<file path="src/text_glyph_framebuffer_refresh_unit_defines.svh">
// ----------------------------------------------------------------------------
// Text glyph framebuffer refresh unit - assertion macros
// Concurrent assertion forms used by the tgfb_ctrl RTL module.
// ----------------------------------------------------------------------------
`ifndef TEXT_GLYPH_FRAMEBUFFER_REFRESH_UNIT_DEFINES_SVH
`define TEXT_GLYPH_FRAMEBUFFER_REFRESH_UNIT_DEFINES_SVH

// same-cycle implication, reset-gated
`define TGFB_ASSERT_IMPL(lbl, clk, rstn, ante, cons, msg) \
  lbl: assert property (@(posedge clk) disable iff (!rstn) (ante) |-> (cons)) \
    else $error(msg);

// next-cycle implication, reset-gated
`define TGFB_ASSERT_NEXT(lbl, clk, rstn, ante, cons, msg) \
  lbl: assert property (@(posedge clk) disable iff (!rstn) (ante) |=> (cons)) \
    else $error(msg);

`endif

</file>
<file path="src/tgfb_ram.sv">
// ----------------------------------------------------------------------------
// tgfb_ram
// Generic single-port RAM, registered read.
// ----------------------------------------------------------------------------
`default_nettype none

module tgfb_ram #(
  parameter int WIDTH = 8,
  parameter int DEPTH = 256
) (
  input  wire logic                     clk,
  input  wire logic                     we,
  input  wire logic [$clog2(DEPTH)-1:0] addr,
  input  wire logic [WIDTH-1:0]         wdata,
  output logic      [WIDTH-1:0]         rdata
);

  logic [WIDTH-1:0] mem [DEPTH];

  always_ff @(posedge clk) begin
    if (we) begin
      mem[addr] <= wdata;
    end
    rdata <= mem[addr];
  end

endmodule

`default_nettype wire

</file>
<file path="config.mk">
export PLATFORM = sky130hd
export DESIGN_NAME = tgfb_ram
export DESIGN_NICKNAME = d
export VERILOG_FILES = /design/src/text_glyph_framebuffer_refresh_unit_defines.svh /design/src/tgfb_ram.sv
export SDC_FILE = /design/constraint.sdc
export NUM_CORES = 2
export LEC_CHECK = 0
export BUFFER_PORTS_ARGS = -buffer_cell sky130_fd_sc_hd__buf_4
export CAP_MARGIN = 20
export CORE_ASPECT_RATIO = 1.75
export CORE_UTILIZATION = 53
export CTS_CLUSTER_DIAMETER = 40
export DETAILED_ROUTE_END_ITERATION = 8
export PLACE_DENSITY = 0.69
export SYNTH_ARGS = -nofsm -noshare
export SYNTH_HDL_FRONTEND = slang
export SYNTH_SLANG_ARGS = --single-unit
</file>
<file path="constraint.sdc">
create_clock -name clk -period 7.4 [get_ports clk]
set_clock_uncertainty 0.1 [all_clocks]
set_input_delay 0.74 -clock clk [delete_from_list [all_inputs] [get_ports clk]]
set_output_delay 0.74 -clock clk [all_outputs]
set_load 0.01 [all_outputs]
</file>
After elaboration in Yosys (flattened, before gate mapping)
Memory sizes are Yosys's and may differ from the RTL's. A register that Yosys moved wholly into a read port is not among the register bits.
Cells that the tools add are included.
- register bits: 0
- latch bits: 0
- RAM bits: 2048
- ROM bits: 0
- input bits: 18
- output and inout port bits: 8
- logic and storage cells: 3
- memories: 1
- $add $sub $neg: 0
- $mul: 0
- div/mod/pow operators: 0
- order comparisons: 0
- equal/unequal tests: 0
- shifts and indexed selects: 0
- muxes and demuxes: 2
- bitwise operators: 0
- reduce and logical (&&, ||, !) cells: 0
- memory list (memory ; depth ; width ; rd ports ; clocked after memory_dff ; write ports ; RTL line ; RTL):
    mem ; 256 ; 8 ; 1 ; 1 ; 1 ; tgfb_ram.sv:18 ; logic [WIDTH-1:0] mem [DEPTH];
- operators by type and width (cell ; count):
    1-bit two-way mux ; 2

Depth between registers and ports, before layout
- depth in word-level cells: 2
- mapped depth: 10
- depth with buffers taken out: 5

Worst setup path before layout
No wires, ideal clock.
- kind: in2reg
- from: in addr[1]
- to: mem mem[111][0] (enable)
- setup time: 0.370 ns
- arrival: 2.589 ns
- data required time: 6.930 ns
- path slack: 4.341 ns
- stages on the path: 9
- buffers on the path: 5
- cells stage by stage: buf_2 > clkbuf_1 > clkbuf_1 > nand2_1 > buf_2 > nor2_1 > nand2_1 > clkbuf_1 > nor2_1
- RTL lines (item ; RTL line ; RTL):
    from (decl) ; tgfb_ram.sv:13 ; input wire logic [$clog2(DEPTH)-1:0] addr,
    to (decl) ; tgfb_ram.sv:18 ;
Straight into the memory's write port.

==> results.yml <==
outcome:
  status: "complete, no violations"
floorplanning:
  start_util_pct: 53.5
  io_pins: 26
  core_area_um2: 147000
  fp.dieH_um: 511
  die-area_um2: 150000
  die_w_um: 293
  rows: 186
worst_setup_path:
  worstPathMaxFanout: 108
  crit_path_start_kind: "input pin"
  worstRegToRegCells: 5
  slowest_delay_ps: 1020
  critPathSlowestCell: "o41ai_1"
  worstPathRequired_ps: 7920
  criticalPathCategory: "input pin to flip-flop"
  crit_chain: "buf_8 > buf_12 > buf_4 > mux4_2 > a22oi_1 > a21oi_1 > o41ai_1 > nand4_1"
  cp-end-kind: "flip-flop"
  arrival_ps: 4690
  regToRegSetupSlack_ps: 4390
placement:
  numPortBuffers: 25
  placed_cells: 5416
  dp_hpwl_um: 108000
  gp_congestion: 0.821
logic_synthesis:
  yosysSeqAreaShare_pct: 78.6
  synthesis.area_um2: 78500
  syn_inst: 3547
  syn_nets: 3565
  yosysWarnings: 0
  ys_types: 22
  synth.avg_cell_area_um2: 22.1
  synth-seq-cells: 2056
power:
  p_int_mw: 18.4
  power_mw: 23.1
  seqPwrFrac_pct: 55.6
  power.density_nw_per_um2: 266
  p_switching_mw: 4.75
  peakVddDrop_uv: 237
  p_leak_nw: 26.1
  comb_power_share_pct: 4.5
  switching_share_pct: 20.6
  pwr-share-clk_pct: 39.9
hold_path:
  hp-class: "input pin to flip-flop"
  whs_path_depth: 1
routing:
  first_pass_iters: 5
  vias: 36800
  wl_per_cell_um: 31.8
  ant_nets: 0
  wl_um: 182000
  viasPerCell: 6.42
  first_iter_violations: 3470
  drc: 0
global_route:
  grt_pass1_wl_um: 265000
  grtUsageMet2_pct: 43.0
  gr-usage-all-layers_pct: 24.8
  grt.met3_usage_pct: 3.49
  grt.met1_usage_pct: 30.8
  overflow: 0
  busiest_layer: "met2"
  antenna_found_initial: 4
  grt_max_degree: 209
  grt_pass1_vias: 38000
sta:
  final.period_utilization_pct: 56.4
  hold_violations: 0
  finalCriticalPeriod_ps: 4170
  rsz0062_at_grt: "false"
  slew-limit-headroom_pct: 20.2
  drv_slew: 0
  report.final.setup_viol: 0
  setup_tns_ps: 0
  max_freq_mhz: 240
  max_slew.worst_pin.slew_ps: 1180
cts:
  cts_max_level: 4
  clk_pin_slew_ps: 70
  cts_tree: "yes"
  cts_setup_buffers: 0
  post_cts_resized: 0
  clock_latency_ps: 790
  cts.sinks: 2056
  cts_buffers: 172
  cts_buffer_depth: 3
  hold_buffers: 0
  cts-root-buf: "clkbuf_16"
cells_and_area:
  nFillCells: 10200
  final_cells: 5731
  drive_above_1_share_pct: 24.2
  final_nets: 3635
  syn_to_final_growth_pct: 10.7
run:
  max-cap-violations: 0
-- layer usage --
| metal | vias to the layer above | share of wire, % |
|---|---|---|
| met5 | - | 0.018 |
| met4 | 6 | 4.9 |
| met3 | 358 | 6.7 |
| met2 | 1657 | 53 |
| met1 | 19600 | 35 |
| li1 | 15200 | - |
-- power by group through the flow --
stage	logic [mW]	clock network, mW	registers [mW]
finish	1.04	9.22	12.9
global route	1.10	9.72	12.8
CTS	1.05	9.31	12.9
detailed placement	1.05	0	13.1
global placement	1.03	0	13.1
floorplan	0.570	0	13.1
-- final cells by class --
type / instances / area, um^2 / share of cell area, %
antenna: 4 / 10.0 / 0.0115
clock buffer: 207 / 4590 / 5.29
clock inverter: 103 / 1110 / 1.27
inverter: 1 / 3.75 / 0.00432
multi-input combinational: 1258 / 15800 / 18.2
sequential: 2056 / 61700 / 71.0
tap: 1974 / 2470 / 2.84
timing repair buffer: 128 / 1200 / 1.38
-- stage by stage --
stage                     utilization [%]  hold slack [ps]  area [um^2]  setup slack [ps]
after floorplan                         -              719        78500              4340
after global placement               55.2              858        81100              2160
after detailed placement             55.2              886        81100              2400
after CTS                            59.1              340        86800              3250
after global routing                 59.1              344        86900              3090
final                                59.1              351        86900              3230
-- synthesized netlist by cell type --
library cell	instances	area, um^2
clkbuf_1	145	544
nand4_1	8	50.1
buf_4	16	120
buf_1	19	71.3
a21oi_1	128	641
nor2b_1	7	43.8
nor3_1	30	150
nand2b_1	6	37.5
o41ai_1	32	280
nand3_1	13	65.1
mux4_2	512	11500
and2_1	3	18.8
dfxtp_1	8	160
a22oi_1	256	1920
or2_2	2	12.5
buf_6	16	180
buf_2	36	180
inv_1	1	3.75
or3_1	1	6.26
edfxtp_1	2048	61500
nor2_1	232	871
nand2_1	28	105
-- layout by cell type, fill, tap and decap left out, types with 2 or more instances in the layout --
cell type   instances
buf_8               2
edfxtp_1         2048
a21oi_1           128
clkinv_1           33
nor3_1             30
nor2b_4             2
nor2b_1             4
buf_12             12
o41ai_2             6
nor2_1            231
clkinvlp_4         15
inv_6               7
nand2_2             3
clkinv_8            3
o41ai_1            26
and2_1              2
nand2b_1            5
nand3_1            13
a22oi_1           256
or2_2               2
clkbuf_16         178
diode_2             4
mux4_2            512
buf_4             103
nand2_1            25
clkbuf_8           11
clkinv_2           22
nand4_1             8
dfxtp_1             8
clkbuf_1           26
bufinv_16          21
-- worst max-delay path: cells and delay by family --
family / cells / cell delay [ps]
simple gates: 1 / 150
compound gates: 3 / 1440
buf+inv: 3 / 1790
mux: 1 / 400
-- state kept, by name, indices dropped and copies added, names as in the netlist --
name   count
rdata      8
mem     2048
-- kinds of logic (layout without fill, tap and decap cells) --
group,count (synthesis),after routing,share of synthesized area [%]
buffers and inverters,233,439,1.40
AND/OR/NAND/NOR,330,330,1.73
flip-flops,2056,2056,78.6
AO/OA/AOI/OAI,416,416,3.62
multiplexers,512,512,14.7
other,0,4,0
-- path summary, 6_finish.rpt --
| check | startpoint | endpoint |
|---|---|---|
| worst min register to register | mem[211][4] | rdata[4] |
| worst min-delay path | wdata[1] | mem[177][1] |
| worst max-delay path | addr[1] | rdata[5] |
| worst max register to register | mem[143][7] | rdata[7] |
Note: power is estimated with default switching activity, not from simulation.
