[config.mk]
export PLATFORM = sky130hd
export DESIGN_NAME = tgfb_ctrl
export DESIGN_NICKNAME = d
export VERILOG_FILES = /design/src/tgfb_pkg.sv /design/src/tgfb_ctrl.sv
export VERILOG_INCLUDE_DIRS = /design/src /design/src/src
export SDC_FILE = /design/constraint.sdc
export NUM_CORES = 1
export LEC_CHECK = 0
export BUFFER_PORTS_ARGS = -buffer_cell sky130_fd_sc_hd__buf_2
export CORE_MARGIN = 2
export CORE_UTILIZATION = 45
export CTS_BUF_LIST = sky130_fd_sc_hd__clkbuf_4 sky130_fd_sc_hd__clkbuf_8 sky130_fd_sc_hd__clkbuf_16
export CTS_CLUSTER_SIZE = 40
export DETAILED_ROUTE_END_ITERATION = 16
export GPL_TIMING_DRIVEN = 1
export PLACE_DENSITY = 0.65
export SYNTH_ARGS = -nofsm -noshare
export SYNTH_HDL_FRONTEND = slang
export SYNTH_SLANG_ARGS = --single-unit
export TNS_END_PERCENT = 50
[constraint.sdc]
create_clock -name clk -period 5.7 [get_ports clk]
set_clock_uncertainty 0.15 [all_clocks]
set_input_delay 0.57 -clock clk [delete_from_list [all_inputs] [get_ports clk]]
set_output_delay 0.57 -clock clk [all_outputs]
set_load 0.005 [all_outputs]
[src/text_glyph_framebuffer_refresh_unit_defines.svh]
// ----------------------------------------------------------------------------
// Text glyph framebuffer refresh unit - assertion macros
// Concurrent assertion forms used by the tgfb_ctrl RTL module.
// ----------------------------------------------------------------------------
`ifndef TEXT_GLYPH_FRAMEBUFFER_REFRESH_UNIT_DEFINES_SVH
`define TEXT_GLYPH_FRAMEBUFFER_REFRESH_UNIT_DEFINES_SVH

// same-cycle implication, reset-gated
`define TGFB_ASSERT_IMPL(lbl, clk, rstn, ante, cons, msg) \
  lbl: assert property (@(posedge clk) disable iff (!rstn) (ante) |-> (cons)) \
    else $error(msg);

// next-cycle implication, reset-gated
`define TGFB_ASSERT_NEXT(lbl, clk, rstn, ante, cons, msg) \
  lbl: assert property (@(posedge clk) disable iff (!rstn) (ante) |=> (cons)) \
    else $error(msg);

`endif

[src/tgfb_pkg.sv]
// ----------------------------------------------------------------------------
// tgfb_pkg
// Constants, codes and shared types of the text glyph framebuffer.
// ----------------------------------------------------------------------------
`default_nettype none

package tgfb_pkg;

  localparam int COLUMNS       = 128;
  localparam int GLYPH_COLUMNS = 12;
  localparam int GLYPH_BYTES   = 25;
  localparam int GLYPH_COUNT   = 96;
  localparam int FIRST_SYMBOL  = 32;

  localparam int FONT_SIZE  = GLYPH_BYTES * GLYPH_COUNT;
  localparam int FONT_AW    = $clog2(FONT_SIZE);
  localparam int COL_W      = $clog2(COLUMNS);
  localparam int FRAME_AW   = COL_W + 1;           // line select + column
  localparam int FRAME_WORDS = 2 * COLUMNS;        // one 16-bit word per column per line
  localparam int PAGE_SPAN  = 3 + COLUMNS;
  localparam int K_W        = $clog2(PAGE_SPAN);
  localparam int STEP_W     = $clog2(GLYPH_BYTES + 1);

  localparam logic [7:0] DISP_COL_LO = 8'h00;
  localparam logic [7:0] DISP_COL_HI = 8'h10;
  localparam logic [7:0] DISP_PAGE   = 8'hB0;

  localparam logic [1:0] LINE_TOP    = 2'd1;
  localparam logic [1:0] LINE_BOTTOM = 2'd2;

  localparam logic [1:0] STAT_OK   = 2'd0;
  localparam logic [1:0] STAT_FULL = 2'd1;
  localparam logic [1:0] STAT_BAD  = 2'd2;

  typedef enum logic [2:0] {
    CMD_LOAD    = 3'd0,
    CMD_BEGIN   = 3'd1,
    CMD_PLACE   = 3'd2,
    CMD_END     = 3'd3,
    CMD_REFRESH = 3'd4
  } cmd_t;

  typedef enum logic [1:0] {
    S_IDLE,
    S_GLYPH,
    S_REFR,
    S_FIN
  } state_t;

  typedef struct packed {
    logic       byte_valid;
    logic [7:0] out_byte;
    logic       is_data;
    logic       frame_end;
    logic [1:0] status;
  } res_t;

  typedef struct packed {
    logic                font_we;
    logic [FONT_AW-1:0]  font_addr;
    logic [7:0]          font_wdata;
    logic                frame_we;
    logic [FRAME_AW-1:0] frame_addr;
    logic [15:0]         frame_wdata;
  } mem_req_t;

endpackage

`default_nettype wire

[src/tgfb_ctrl.sv]
// ----------------------------------------------------------------------------
// tgfb_ctrl
// Command sequencer: glyph blit loop, cursors, refresh position, result.
// ----------------------------------------------------------------------------
`default_nettype none
`include "text_glyph_framebuffer_refresh_unit_defines.svh"

module tgfb_ctrl
  import tgfb_pkg::*;
(
  input  wire logic        clk,
  input  wire logic        rst_n,
  input  wire logic        invert,
  input  wire logic        in_valid,
  output logic             in_ready,
  input  wire logic [2:0]  in_cmd,
  input  wire logic [1:0]  in_line,
  input  wire logic [7:0]  in_symbol,
  input  wire logic [11:0] in_font_addr,
  input  wire logic [7:0]  in_font_data,
  output mem_req_t         mem_req,
  input  wire logic [7:0]  font_rdata,
  input  wire logic [15:0] frame_rdata,
  output logic             res_valid,
  input  wire logic        res_ready,
  output res_t             res
);

  state_t state_r, state_nxt;

  logic [STEP_W-1:0]      step_r, step_nxt;
  logic [FONT_AW-1:0]     base_r, base_nxt;
  logic                   bottom_r, bottom_nxt;
  logic [7:0]             width_r, width_nxt;
  logic [7:0]             upper_r, upper_nxt;
  logic                   oob_r, oob_nxt;
  logic [7:0]             cur_top_r, cur_top_nxt;
  logic [7:0]             cur_bot_r, cur_bot_nxt;
  logic                   top_full_r, top_full_nxt;
  logic                   bot_full_r, bot_full_nxt;
  logic [1:0]             page_r, page_nxt;
  logic [K_W-1:0]         k_r, k_nxt;
  logic [FRAME_WORDS-1:0] fvalid_r, fvalid_nxt;
  logic                   rvld_r, rvld_nxt;
  logic                   sel_hi_r, sel_hi_nxt;
  res_t                   res_r, res_nxt;

  cmd_t cmd;
  logic accept;
  assign cmd    = cmd_t'(in_cmd);
  assign accept = (state_r == S_IDLE) && in_valid;

  // place-glyph checks at accept
  logic                 in_bottom;
  logic                 sym_bad;
  logic                 sel_full;
  logic [7:0]           sym_off;
  logic [FONT_AW-1:0]   sym_base;
  assign in_bottom = (in_line == LINE_BOTTOM);
  assign sym_bad   = ({1'b0, in_symbol} < 9'(FIRST_SYMBOL)) ||
                     ({1'b0, in_symbol} >= 9'(FIRST_SYMBOL + GLYPH_COUNT));
  assign sel_full  = in_bottom ? bot_full_r : top_full_r;
  assign sym_off   = in_symbol - 8'(FIRST_SYMBOL);
  assign sym_base  = FONT_AW'(sym_off) * FONT_AW'(GLYPH_BYTES);

  // blit datapath: font read issue and frame write
  logic [FONT_AW:0]     faddr_full;
  logic [STEP_W-1:0]    didx;
  logic                 have_data;
  logic [7:0]           fbyte;
  logic [STEP_W-2:0]    col_i;
  logic [7:0]           cur;
  logic [8:0]           col;
  logic                 wr_en;
  logic [FRAME_AW-1:0]  waddr;
  logic                 blit_done;
  logic [8:0]           next_cur;

  assign faddr_full = {1'b0, base_r} + (FONT_AW + 1)'(step_r);
  assign didx       = step_r - STEP_W'(1);
  assign have_data  = (state_r == S_GLYPH) && (step_r != '0);
  assign fbyte      = oob_r ? 8'h00 : font_rdata;
  assign col_i      = didx[STEP_W-1:1] - (STEP_W - 1)'(1);
  assign cur        = bottom_r ? cur_bot_r : cur_top_r;
  assign col        = {1'b0, cur} + 9'(col_i);
  assign wr_en      = have_data && !didx[0] && (didx != '0) &&
                      (didx <= STEP_W'(2 * GLYPH_COLUMNS)) && (col < 9'(COLUMNS));
  assign waddr      = {bottom_r, col[COL_W-1:0]};
  assign blit_done  = (state_r == S_GLYPH) && (step_r == STEP_W'(GLYPH_BYTES));
  assign next_cur   = {1'b0, cur} + {1'b0, width_r};

  // refresh addressing
  logic [K_W-1:0]      k_col;
  logic [FRAME_AW-1:0] raddr;
  logic                k_last;
  assign k_col  = k_r - K_W'(3);
  assign raddr  = {page_r[1], k_col[COL_W-1:0]};
  assign k_last = (k_r == K_W'(PAGE_SPAN - 1));

  // next state
  always_comb begin
    state_nxt = state_r;
    unique case (state_r)
      S_IDLE: begin
        if (in_valid) begin
          state_nxt = S_FIN;
          if (cmd == CMD_PLACE && !sym_bad && !sel_full) begin
            state_nxt = S_GLYPH;
          end else if (cmd == CMD_REFRESH && k_r >= K_W'(3)) begin
            state_nxt = S_REFR;
          end
        end
      end
      S_GLYPH: begin
        if (blit_done) begin
          state_nxt = S_FIN;
        end
      end
      S_REFR: state_nxt = S_FIN;
      S_FIN: begin
        if (res_ready) begin
          state_nxt = S_IDLE;
        end
      end
      default: state_nxt = S_IDLE;
    endcase
  end

  // state outputs: handshakes and memory port control
  always_comb begin
    in_ready  = 1'b0;
    res_valid = 1'b0;
    mem_req   = '0;
    unique case (state_r)
      S_IDLE: begin
        in_ready = 1'b1;
        if (in_valid && cmd == CMD_LOAD &&
            {1'b0, in_font_addr} < 13'(FONT_SIZE)) begin
          mem_req.font_we    = 1'b1;
          mem_req.font_addr  = FONT_AW'(in_font_addr);
          mem_req.font_wdata = in_font_data;
        end
        mem_req.frame_addr = raddr;
      end
      S_GLYPH: begin
        mem_req.font_addr   = faddr_full[FONT_AW-1:0];
        mem_req.frame_we    = wr_en;
        mem_req.frame_addr  = waddr;
        mem_req.frame_wdata = {fbyte, upper_r};
      end
      S_REFR: ;
      S_FIN: res_valid = 1'b1;
      default: ;
    endcase
  end

  // datapath next values
  always_comb begin
    step_nxt     = step_r;
    base_nxt     = base_r;
    bottom_nxt   = bottom_r;
    width_nxt    = width_r;
    upper_nxt    = upper_r;
    oob_nxt      = oob_r;
    cur_top_nxt  = cur_top_r;
    cur_bot_nxt  = cur_bot_r;
    top_full_nxt = top_full_r;
    bot_full_nxt = bot_full_r;
    page_nxt     = page_r;
    k_nxt        = k_r;
    fvalid_nxt   = fvalid_r;
    rvld_nxt     = rvld_r;
    sel_hi_nxt   = sel_hi_r;
    res_nxt      = res_r;

    if (accept) begin
      res_nxt = '0;
      unique case (cmd)
        CMD_LOAD: ;
        CMD_BEGIN: begin
          if (in_line == LINE_TOP) begin
            fvalid_nxt[COLUMNS-1:0] = '0;
            cur_top_nxt  = '0;
            top_full_nxt = 1'b0;
          end else if (in_line == LINE_BOTTOM) begin
            fvalid_nxt[FRAME_WORDS-1:COLUMNS] = '0;
            cur_bot_nxt  = '0;
            bot_full_nxt = 1'b0;
          end
        end
        CMD_PLACE: begin
          if (sym_bad) begin
            res_nxt.status = STAT_BAD;
          end else if (sel_full) begin
            res_nxt.status = STAT_FULL;
          end else begin
            step_nxt   = '0;
            base_nxt   = sym_base;
            bottom_nxt = in_bottom;
          end
        end
        CMD_END: begin
          cur_top_nxt  = '0;
          cur_bot_nxt  = '0;
          top_full_nxt = 1'b0;
          bot_full_nxt = 1'b0;
        end
        CMD_REFRESH: begin
          res_nxt.byte_valid = 1'b1;
          case (k_r)
            K_W'(0): res_nxt.out_byte = DISP_COL_LO;
            K_W'(1): res_nxt.out_byte = DISP_COL_HI;
            K_W'(2): res_nxt.out_byte = DISP_PAGE | {6'd0, page_r};
            default: begin
              res_nxt.is_data   = 1'b1;
              res_nxt.frame_end = (page_r == 2'd3) && k_last;
            end
          endcase
          sel_hi_nxt = page_r[0];
          rvld_nxt   = fvalid_r[raddr];
          if (k_last) begin
            k_nxt    = '0;
            page_nxt = page_r + 2'd1;
          end else begin
            k_nxt = k_r + K_W'(1);
          end
        end
        default: ;
      endcase
    end

    if (state_r == S_GLYPH) begin
      if (!blit_done) begin
        step_nxt = step_r + STEP_W'(1);
      end
      oob_nxt = (faddr_full >= (FONT_AW + 1)'(FONT_SIZE));
      if (have_data && didx == '0) begin
        width_nxt = fbyte;
      end
      if (have_data && didx[0]) begin
        upper_nxt = fbyte;
      end
      if (wr_en) begin
        fvalid_nxt[waddr] = 1'b1;
      end
      if (blit_done) begin
        // saturate cursor, line is full once it passes the last column
        if (bottom_r) begin
          cur_bot_nxt = next_cur[8] ? 8'hFF : next_cur[7:0];
        end else begin
          cur_top_nxt = next_cur[8] ? 8'hFF : next_cur[7:0];
        end
        if (next_cur > 9'(COLUMNS - 1)) begin
          res_nxt.status = STAT_FULL;
          if (bottom_r) begin
            bot_full_nxt = 1'b1;
          end else begin
            top_full_nxt = 1'b1;
          end
        end
      end
    end

    if (state_r == S_REFR) begin
      res_nxt.out_byte = (rvld_r ? (sel_hi_r ? frame_rdata[15:8] : frame_rdata[7:0])
                                 : 8'h00) ^ {8{invert}};
    end
  end

  // control state
  always_ff @(posedge clk) begin
    if (!rst_n) begin
      state_r    <= S_IDLE;
      cur_top_r  <= '0;
      cur_bot_r  <= '0;
      top_full_r <= 1'b0;
      bot_full_r <= 1'b0;
      page_r     <= '0;
      k_r        <= '0;
      fvalid_r   <= '0;
    end else begin
      state_r    <= state_nxt;
      cur_top_r  <= cur_top_nxt;
      cur_bot_r  <= cur_bot_nxt;
      top_full_r <= top_full_nxt;
      bot_full_r <= bot_full_nxt;
      page_r     <= page_nxt;
      k_r        <= k_nxt;
      fvalid_r   <= fvalid_nxt;
    end
  end

  // payload
  always_ff @(posedge clk) begin
    step_r   <= step_nxt;
    base_r   <= base_nxt;
    bottom_r <= bottom_nxt;
    width_r  <= width_nxt;
    upper_r  <= upper_nxt;
    oob_r    <= oob_nxt;
    rvld_r   <= rvld_nxt;
    sel_hi_r <= sel_hi_nxt;
    res_r    <= res_nxt;
  end

  assign res = res_r;

  `TGFB_ASSERT_IMPL(a_frame_we_in_blit, clk, rst_n, mem_req.frame_we, state_r == S_GLYPH, "frame write outside blit")
  `TGFB_ASSERT_IMPL(a_step_bound, clk, rst_n, state_r == S_GLYPH, step_r <= STEP_W'(GLYPH_BYTES), "blit step overrun")
  `TGFB_ASSERT_NEXT(a_refr_to_fin, clk, rst_n, state_r == S_REFR, state_r == S_FIN, "refresh read not completed")
  `TGFB_ASSERT_IMPL(a_k_range, clk, rst_n, 1'b1, k_r < K_W'(PAGE_SPAN), "refresh position out of page")

endmodule

`default_nettype wire

Word-level counts from Yosys, hierarchy flattened

Cells that the tools add are included.

Logic and storage cells: 178
Bits of input ports: 62
Output and inout bits: 61
Flip-flop bits (word level): 336

Add/subtract/negate cells: 10
Order comparisons: 11
Bitwise gates (word level): 5
Multipliers: 1
Mux-type cells: 78
Equality and inequality tests: 17
Reduce and logical (&&, ||, !) cells: 35

Operators by type and width:

| kind                                                                | count |
|---|---|
| two-way mux 256 bit                                                 | 4 |
| two-way mux 128 bit                                                 | 3 |
| bitwise OR 256 bit                                                  | 1 |
| two-way mux 8 bit                                                   | 19 |
| case mux 8 bit (2 select lines)                                     | 4 |
| two-way mux 5 bit                                                   | 6 |
| case mux 12 bit (2 select lines)                                    | 1 |
| two-way mux 1 bit                                                   | 22 |
| two-way mux 21 bit                                                  | 1 |
| two-way mux 2 bit                                                   | 10 |
| < comparator 8 x 9 -> 1 bit, second input constant                  | 2 |
| logical AND 1 bit                                                   | 16 |
| two-way mux 16 bit                                                  | 1 |
| adder 12 x 5 -> 13 bit                                              | 1 |
| greater-or-equal comparator 13 x 12 -> 1 bit, second input constant | 1 |
| < comparator 12 bit, second input constant                          | 1 |
| multiplier 8 x 5 -> 12 bit, second input constant                   | 1 |
| two-way mux 12 bit                                                  | 1 |
| two-way mux 11 bit                                                  | 1 |
| nonzero test 5 bit                                                  | 2 |
| adder 8 x 4 -> 9 bit                                                | 1 |
| adder 8 x 8 -> 9 bit                                                | 1 |
| greater-than comparator 9 x 7 -> 1 bit, second input constant       | 1 |
| < comparator 9 x 8 -> 1 bit, second input constant                  | 1 |
| other kinds (40)                                                    | 55 |

Depth between registers and ports, before layout

Gate-level depths: netlist (run 1).

Depth after elaboration: 10
Depth in mapped cells: 15
Depth with buffers taken out: 13

Worst setup path after synthesis (run 1)

Ideal clock, no wire load.

Path type: reg-to-reg
Start: register bottom_r
End: register fvalid_r[100]
Setup time: 0.060 ns
Required time: 5.490 ns
Setup slack: 1.649 ns
Clock period less this slack: 4.051 ns
Stages on the path, launching flop included: 14
Arrival: 3.841 ns
Buffers on the path: 4
Path through: edfxtp_1 -> buf_4 -> clkbuf_1 -> mux2_2 -> ha_1 -> fa_1 -> a21o_1 -> a21o_1 -> or4b_4 -> a2111oi_4 -> nor3b_2 -> buf_4 -> buf_6 -> a22o_1

Word-level cells in the longest chain between the ends: 9
Elaborated cells on any way between the ends: 12
Classes of those cells: 1 x add/sub; 3 x order compare; 5 x mux; 1 x bitwise; 2 x reduce/logical

RTL lines:

| what                                                                                                                   | RTL line         | text |
|---|---|---|
| from (decl)                                                                                                            | tgfb_ctrl.sv:33  | `logic bottom_r, bottom_nxt;` |
| from (signal assigned)                                                                                                 | tgfb_ctrl.sv:297 | `bottom_r <= bottom_nxt;` |
| two-way mux 8 bit                                                                                                      | tgfb_ctrl.sv:84  | `assign cur = bottom_r ? cur_bot_r : cur_top_r;` |
| adder 8 x 4 -> 9 bit                                                                                                   | tgfb_ctrl.sv:85  | `assign col = {1'b0, cur} + 9'(col_i);` |
| < comparator 8 x 9 -> 1 bit (not written as such) / greater-or-equal comparator 8 x 1 -> 1 bit (equally long branches) | tgfb_ctrl.sv:244 | `fvalid_nxt[waddr] = 1'b1;` |
| logical AND 1 bit (not written as such)                                                                                | tgfb_ctrl.sv:244 |  |
| two-way mux 1 bit (not written as such)                                                                                | tgfb_ctrl.sv:244 |  |
| demux 1 bit (select 8 bit)                                                                                             | tgfb_ctrl.sv:244 |  |
| bitwise OR 256 bit (no line)                                                                                           | n/a              |  |
| two-way mux 256 bit *                                                                                                  | tgfb_ctrl.sv:243 | `if (wr_en) begin` |
| two-way mux 256 bit *                                                                                                  | tgfb_ctrl.sv:232 | `if (state_r == S_GLYPH) begin` |
| to (signal assigned)                                                                                                   | tgfb_ctrl.sv:289 | `fvalid_r <= fvalid_nxt;` |
| to (decl)                                                                                                              | tgfb_ctrl.sv:43  | `logic [FRAME_WORDS-1:0] fvalid_r, fvalid_nxt;` |

Mark *: on every way between the ends. The rest lies on a longest branch, timed or not.
A chain may end at the register's enable or synchronous reset.

==> impl_metrics.py, run 1 <==
metrics = {
    "status": {
        "status": "finished, final reports clean",
    },
    "cells_and_area": {
        "diodes": 0,
        "fill_cells": 3132,
        "final_common_cell": "dfxtp_1",
        "nNetsFinal": 1687,
        "drive_above_1_share_pct": 20.2,
        "area_growth_pct": 13.0,
        "final_cell_mix": "292 x dfxtp_1, 241 x a22o_1, 122 x buf_2, 80 x nand2_1, 65 x mux4_2",
    },
    "timing": {
        "setup_tns_ps": 0,
        "fin_crit_ps": 4930,
        "period_share_pct": 86.6,
        "drv_slew": 0,
        "max_freq_mhz": 203,
        "final-hold-violation-count": 0,
        "rsz0062_at_grt": "no",
        "relSlewSlack_pct": 28.7,
        "worst_pin_slew_ps": 1070,
        "finalWorstSetupSlack_ps": 766,
        "setup_viol": 0,
    },
    "synth": {
        "synthXorXnorAreaFrac_pct": 3.19,
        "syn_area_um2": 16200,
        "ys.flop_type": "dfxtp_1",
        "ys_seq_area_share_pct": 44.1,
        "synth_area_per_cell_um2": 10.9,
        "synth_cell_types": 64,
        "synth_mux_area_share_pct": 12.8,
        "synth_edf_count": 43,
        "yosys_register_bits": 336,
        "async_flop_share_pct": 0,
        "synth_warnings": 0,
        "synth-adder-area-share_pct": 5.29,
        "synth_top_area_share_pct": 36.2,
        "yosysTopAreaCell": "dfxtp_1",
        "yosys.area_share.simple_pct": 10.1,
        "synth_top_family_by_area": "compound AO/OA/AOI/OAI gates",
        "syn_inst": 1485,
        "netlist_top_cells_area": "dfxtp_1 36%, a22o_1 13%, mux4_2 9.0%, edfxtp_1 8.0%, ha_1 4.6%",
        "synth_compound_area_share_pct": 20.1,
        "syn_nets": 1612,
    },
    "grt": {
        "use_met1_pct": 29.4,
        "antenna_found_initial": 0,
        "grt_pass1_wl_um": 65100,
        "busiest_layer": "met2",
        "grt_usage_pct": 21.3,
        "grt_use_met2_pct": 34.7,
        "grt_max_degree": 70,
        "first_global_vias": 11895,
        "overflow": 0,
        "met3_usage_pct": 3.48,
    },
    "setup_path": {
        "critPathMaxStageDelay_ps": 570,
        "path_cells": "inv_1, ha_1, xnor2_1, ha_1, inv_1, fa_1, a21o_1, a21o_1, or4b_4, a2111oi_4, buf_2",
        "r2r-start": "step_r[0]",
        "cp.arrival_ps": 4210,
        "critical-path-slowest-cell": "or4b_4",
        "startpoint_type": "register",
        "critPathRequiredTime_ps": 4980,
        "reg2regPathDepth": 13,
        "cp-end-kind": "primary output",
        "cp_max_fo": 10,
        "r2r_end": "fvalid_r[125]",
        "path_class": "reg -> out",
        "rrSetupSlack_ps": 880,
    },
    "floorplan": {
        "initial_core_util_pct": 45.6,
        "core_area_um2": 35600,
        "fp.dieW_um": 194,
        "io_pins": 123,
        "row_count": 69,
        "die_height_um": 194,
        "dieArea_um2": 37600,
    },
    "place": {
        "port_buffers": 122,
        "dp_hpwl_um": 26600,
        "gp_congestion": 0.842,
        "place_ws_ps": 955,
    },
    "pwr": {
        "p_per_area_nw_per_um2": 373,
        "p_leak_uw": 0.00712,
        "peakVddDrop_v": 0.000402,
        "power.total_uw": 6840,
    },
    "clock_tree": {
        "cts_tree": "built",
        "postCtsHoldBufs": 0,
        "post_cts_buffers": 0,
        "clk_path_buf_depth": 3,
        "numCtsBuffers": 38,
        "clock_sinks": 336,
        "cts_root_buf": "clkbuf_16",
        "cts_max_level": 2,
        "path_clk_slew_ps": 50,
        "cts.repair.resized": 0,
        "worstSkewPairLatency_ps": 520,
    },
    "flow_run": {
        "max_cap_violations": 0,
    },
    "min_path": {
        "whs_endpoint": "base_r[0]",
        "hp-class": "in -> reg",
        "hp-start": "in_symbol[0]",
        "hold_depth": 1,
    },
    "route": {
        "via_per_inst": 5.94,
        "firstDrtPassIters": 5,
        "wirelength_um": 40800,
        "drc": 0,
        "ant_nets": 0,
        "drtIter0Drc": 945,
        "vias": 12162,
        "wl_per_cell_um": 20.0,
    },
}
[metrics by stage]
stage	instances	instance area (um2)	hold slack (ps)	utilization [%]
3_3_place_gp	1981	17100	282	48.1
6_report	2046	18300	145	51.5
4_1_cts	2046	18300	131	51.5
2_1_floorplan	1485	16200	270	-
3_5_place_dp	1981	17100	289	48.1
5_1_grt	2046	18300	127	51.5
[area by class of cell]
cell class,count,area (um2),area share (%)
clock buffer,51,1090,5.93
clock inverter,14,114,0.621
inverter,47,176,0.963
multi-input combinational,992,8400,45.9
sequential,336,7160,39.1
tap,461,577,3.15
timing repair buffer,145,808,4.41
[cell usage after synthesis, drive strengths merged (29+ instances only)]
cell and number:
buf 39, and2 30, mux2i 29, nor3 62, clkbuf 71, a21oi 60, a22o 241, nor2 36
nand3 33, dfxtp 293, mux4 65, o21ai 62, edfxtp 43, nand2 80, ha 59, xnor2 39
inv 47
[registers in the layout (all words and copies together), names as in the netlist]
| signal | flops |
|---|---|
| fvalid_r | 256 |
| state_r | 2 |
| oob_r | 1 |
| bot_full_r | 1 |
| sel_hi_r | 1 |
| rvld_r | 1 |
| cur_top_r | 8 |
| upper_r | 8 |
| bottom_r | 1 |
| cur_bot_r | 8 |
| top_full_r | 1 |
| page_r | 2 |
| width_r | 8 |
| step_r | 5 |
| base_r | 12 |
| k_r | 8 |
| res | 13 |
[worst max path at each step]
stage	slack, ps	depth (start not counted)	startpoint	end
after floorplan	1650	13	bottom_r	fvalid_r[100]
after global placement	1070	13	step_r[0]	fvalid_r[117]
after detailed placement	950	13	step_r[0]	fvalid_r[125]
after CTS	760	11	step_r[0]	mem_req[24]
after global routing	550	11	step_r[0]	mem_req[24]
final	770	11	step_r[0]	mem_req[24]
[routing by layer]
metal	share of wire, %	routed length, um	vias to the layer above
met5	0	0	-
met4	2.1	856	0
met3	5.6	2290	67
met2	47	19200	343
met1	45	18500	5991
li1	-	-	5761
[logic make-up after synthesis]
family / Yosys count
XOR/XNOR: 59
buffers and inverters: 157
adder cells (fa/ha/maj): 65
AND/OR/NAND/NOR: 316
flip-flops: 336
multiplexers: 122
AO/OA/AOI/OAI: 430
[worst max-delay path, delay by kind of cell, from the launching register on]
family	cells	cell delay, ps
xor gates and xnor gates	1	170
buffers and inverters	3	440
AOI/OAI and AO/OA	3	990
and+or+nand+nor	1	570
adders and majority gates	3	1010
DFF	1	510
[report_power, final]
group          internal (uW)  switching, uW
Clock                   1380            953
Sequential              2510           73.7
Combinational            573           1350
No activity file was read; power rests on OpenSTA's default activity.
==> inputs of run 2 (changes only) <==
--- a/config.mk
+++ b/config.mk
@@ -14,6 +14,7 @@
 export DETAILED_ROUTE_END_ITERATION = 16
 export GPL_TIMING_DRIVEN = 1
 export PLACE_DENSITY = 0.65
+export REMOVE_ABC_BUFFERS = 1
 export SYNTH_ARGS = -nofsm -noshare
 export SYNTH_HDL_FRONTEND = slang
 export SYNTH_SLANG_ARGS = --single-unit
==> run 2 against run 1 <==
Net effect: combinational power about the same; critical path depth is the same; sequential share of layout area down 0.17 points; cell area increased by 0.43%; power grew 1.7%; final cell count about the same; count of clock-buffer cells in the layout grew 5; wire length decreased by 1.6%; die area unchanged.
==> impl_metrics.py, run 2 (synthesis gave the netlist of run 1 again) <==
metrics = {
    "setup_path": {
        "cp_max_fo": 10,
        "startpoint_type": "register",
        "critPathRequiredTime_ps": 4980,
        "cp.arrival_ps": 4220,
        "path_class": "reg -> out",
        "cp-end-kind": "primary output",
    },
    "timing": {
        "max_freq_mhz": 202,
        "relSlewSlack_pct": 21.3,
        "final-hold-violation-count": 0,
        "rsz0062_at_grt": "no",
        "period_share_pct": 86.6,
        "fin_crit_ps": 4940,
        "drv_slew": 0,
        "setup_viol": 0,
        "worst_pin_slew_ps": 1180,
    },
    "route": {
        "via_per_inst": 5.94,
        "ant_nets": 0,
        "wirelength_um": 40200,
        "drc": 0,
        "drtIter0Drc": 781,
        "vias": 12156,
        "firstDrtPassIters": 5,
        "wl_per_cell_um": 19.6,
    },
    "clock_tree": {
        "postCtsHoldBufs": 0,
        "path_clk_slew_ps": 60,
        "clk_path_buf_depth": 3,
        "cts.repair.resized": 0,
        "worstSkewPairLatency_ps": 540,
        "cts_max_level": 2,
        "cts_root_buf": "clkbuf_16",
        "post_cts_buffers": 0,
        "clock_sinks": 336,
        "cts_tree": "built",
        "numCtsBuffers": 37,
    },
    "place": {
        "dpl.cell_count": 1980,
        "dpl-instance-area_um2": 17100,
        "gp_congestion": 0.841,
        "dp_hpwl_um": 26400,
        "port_buffers": 122,
    },
    "min_path": {
        "hp-class": "in -> reg",
    },
    "grt": {
        "first_global_vias": 11849,
        "grt_pass1_wl_um": 64200,
        "grt_max_degree": 118,
        "grt_usage_pct": 21.0,
        "antenna_found_initial": 0,
        "overflow": 0,
    },
    "pwr": {
        "p_sw_share_pct": 34.7,
        "combPwrFrac_pct": 27.6,
        "switching_power_uw": 2410,
        "p_seq_share_pct": 37.2,
        "peakVddDrop_v": 0.000476,
        "p_per_area_nw_per_um2": 378,
        "p_leak_uw": 0.00714,
        "p_int_uw": 4550,
        "pwr-share-clk_pct": 35.2,
    },
    "floorplan": {
        "die_height_um": 194,
        "io_pins": 123,
        "dieArea_um2": 37600,
        "initial_core_util_pct": 45.6,
        "row_count": 69,
        "core_area_um2": 35600,
        "fp.dieW_um": 194,
    },
    "cells_and_area": {
        "final_area_um2": 18400,
        "fill_cells": 3167,
        "final_cells": 2045,
        "drive_above_1_share_pct": 20.1,
        "final_cell_mix": "292 x dfxtp_1, 241 x a22o_1, 122 x buf_2, 80 x nand2_1, 65 x mux4_2",
        "diodes": 0,
        "final_common_cell": "dfxtp_1",
        "fin_util_pct": 51.7,
        "area_growth_pct": 13.5,
        "largest_reg_flops": 256,
        "largest_register": "fvalid_r",
        "nNetsFinal": 1685,
    },
    "flow_run": {
        "max_cap_violations": 0,
    },
    "status": {
        "status": "finished, final reports clean",
    },
}
==> run 2: cell type report <==
cell class              count  area, um2  area share [%]
inverters                  47        176           0.959
flip-flops and latches    336       7160            38.9
multi-input cells         992       8410            45.7
well taps                 461        577            3.13
clock inverters             9        128           0.693
clock buffers              56       1150            6.28
repair buffers            144        801            4.35
==> run 2: stage by stage <==
stage	setup TNS [ps]	worst slack [ps]	hold slack, ps	total power [uW]
finish	0	762	145	6960
global route	0	556	136	7270
CTS	0	751	134	6990
detailed placement	0	909	294	4530
global placement	0	1010	280	4500
floorplan	-202450	-1300	270	3760
==> run 2: final timing paths <==
| kind | from | to | cells after the start | slack [ps] |
|---|---|---|---|---|
| setup / recovery | step_r[0] | mem_req[24] | 11 | 760 |
| hold / removal | in_symbol[2] | base_r[2] | 1 | 140 |
| setup reg to reg | step_r[0] | fvalid_r[78] | 13 | 890 |
| hold reg to reg | fvalid_r[154] | fvalid_r[154] | 2 | 310 |
==> run 2: routing by layer <==
| layer | routed length (um) | part of all wire [%] | global-route usage (%) | vias to the layer above |
|---|---|---|---|---|
| met5 | 0 | 0 | 0 | - |
| met4 | 961 | 2.4 | 5.95 | 0 |
| met3 | 2300 | 5.7 | 3.64 | 66 |
| met2 | 19000 | 47 | 34.7 | 342 |
| met1 | 18000 | 45 | 28.4 | 5981 |
| li1 | - | - | - | 5767 |
==> run 2: power groups by stage <==
| stage | registers (uW) | logic [uW] | clock network (uW) |
|---|---|---|---|
| after detailed placement | 2640 | 1880 | 0 |
| after global routing | 2600 | 2080 | 2590 |
| final | 2590 | 1920 | 2450 |
| after floorplan | 2630 | 1120 | 0 |
| after global placement | 2640 | 1860 | 0 |
| after CTS | 2590 | 1900 | 2500 |
==> run 2: critical path, stage by stage (launching register included) <==
cell and delay [ps]:
dfxtp_1 500, inv_1 140, ha_1 260, xnor2_1 180, ha_1 320, inv_1 60, fa_1 430, a21o_1 190
a21o_1 230, or4b_4 560, a2111oi_4 550, buf_2 240
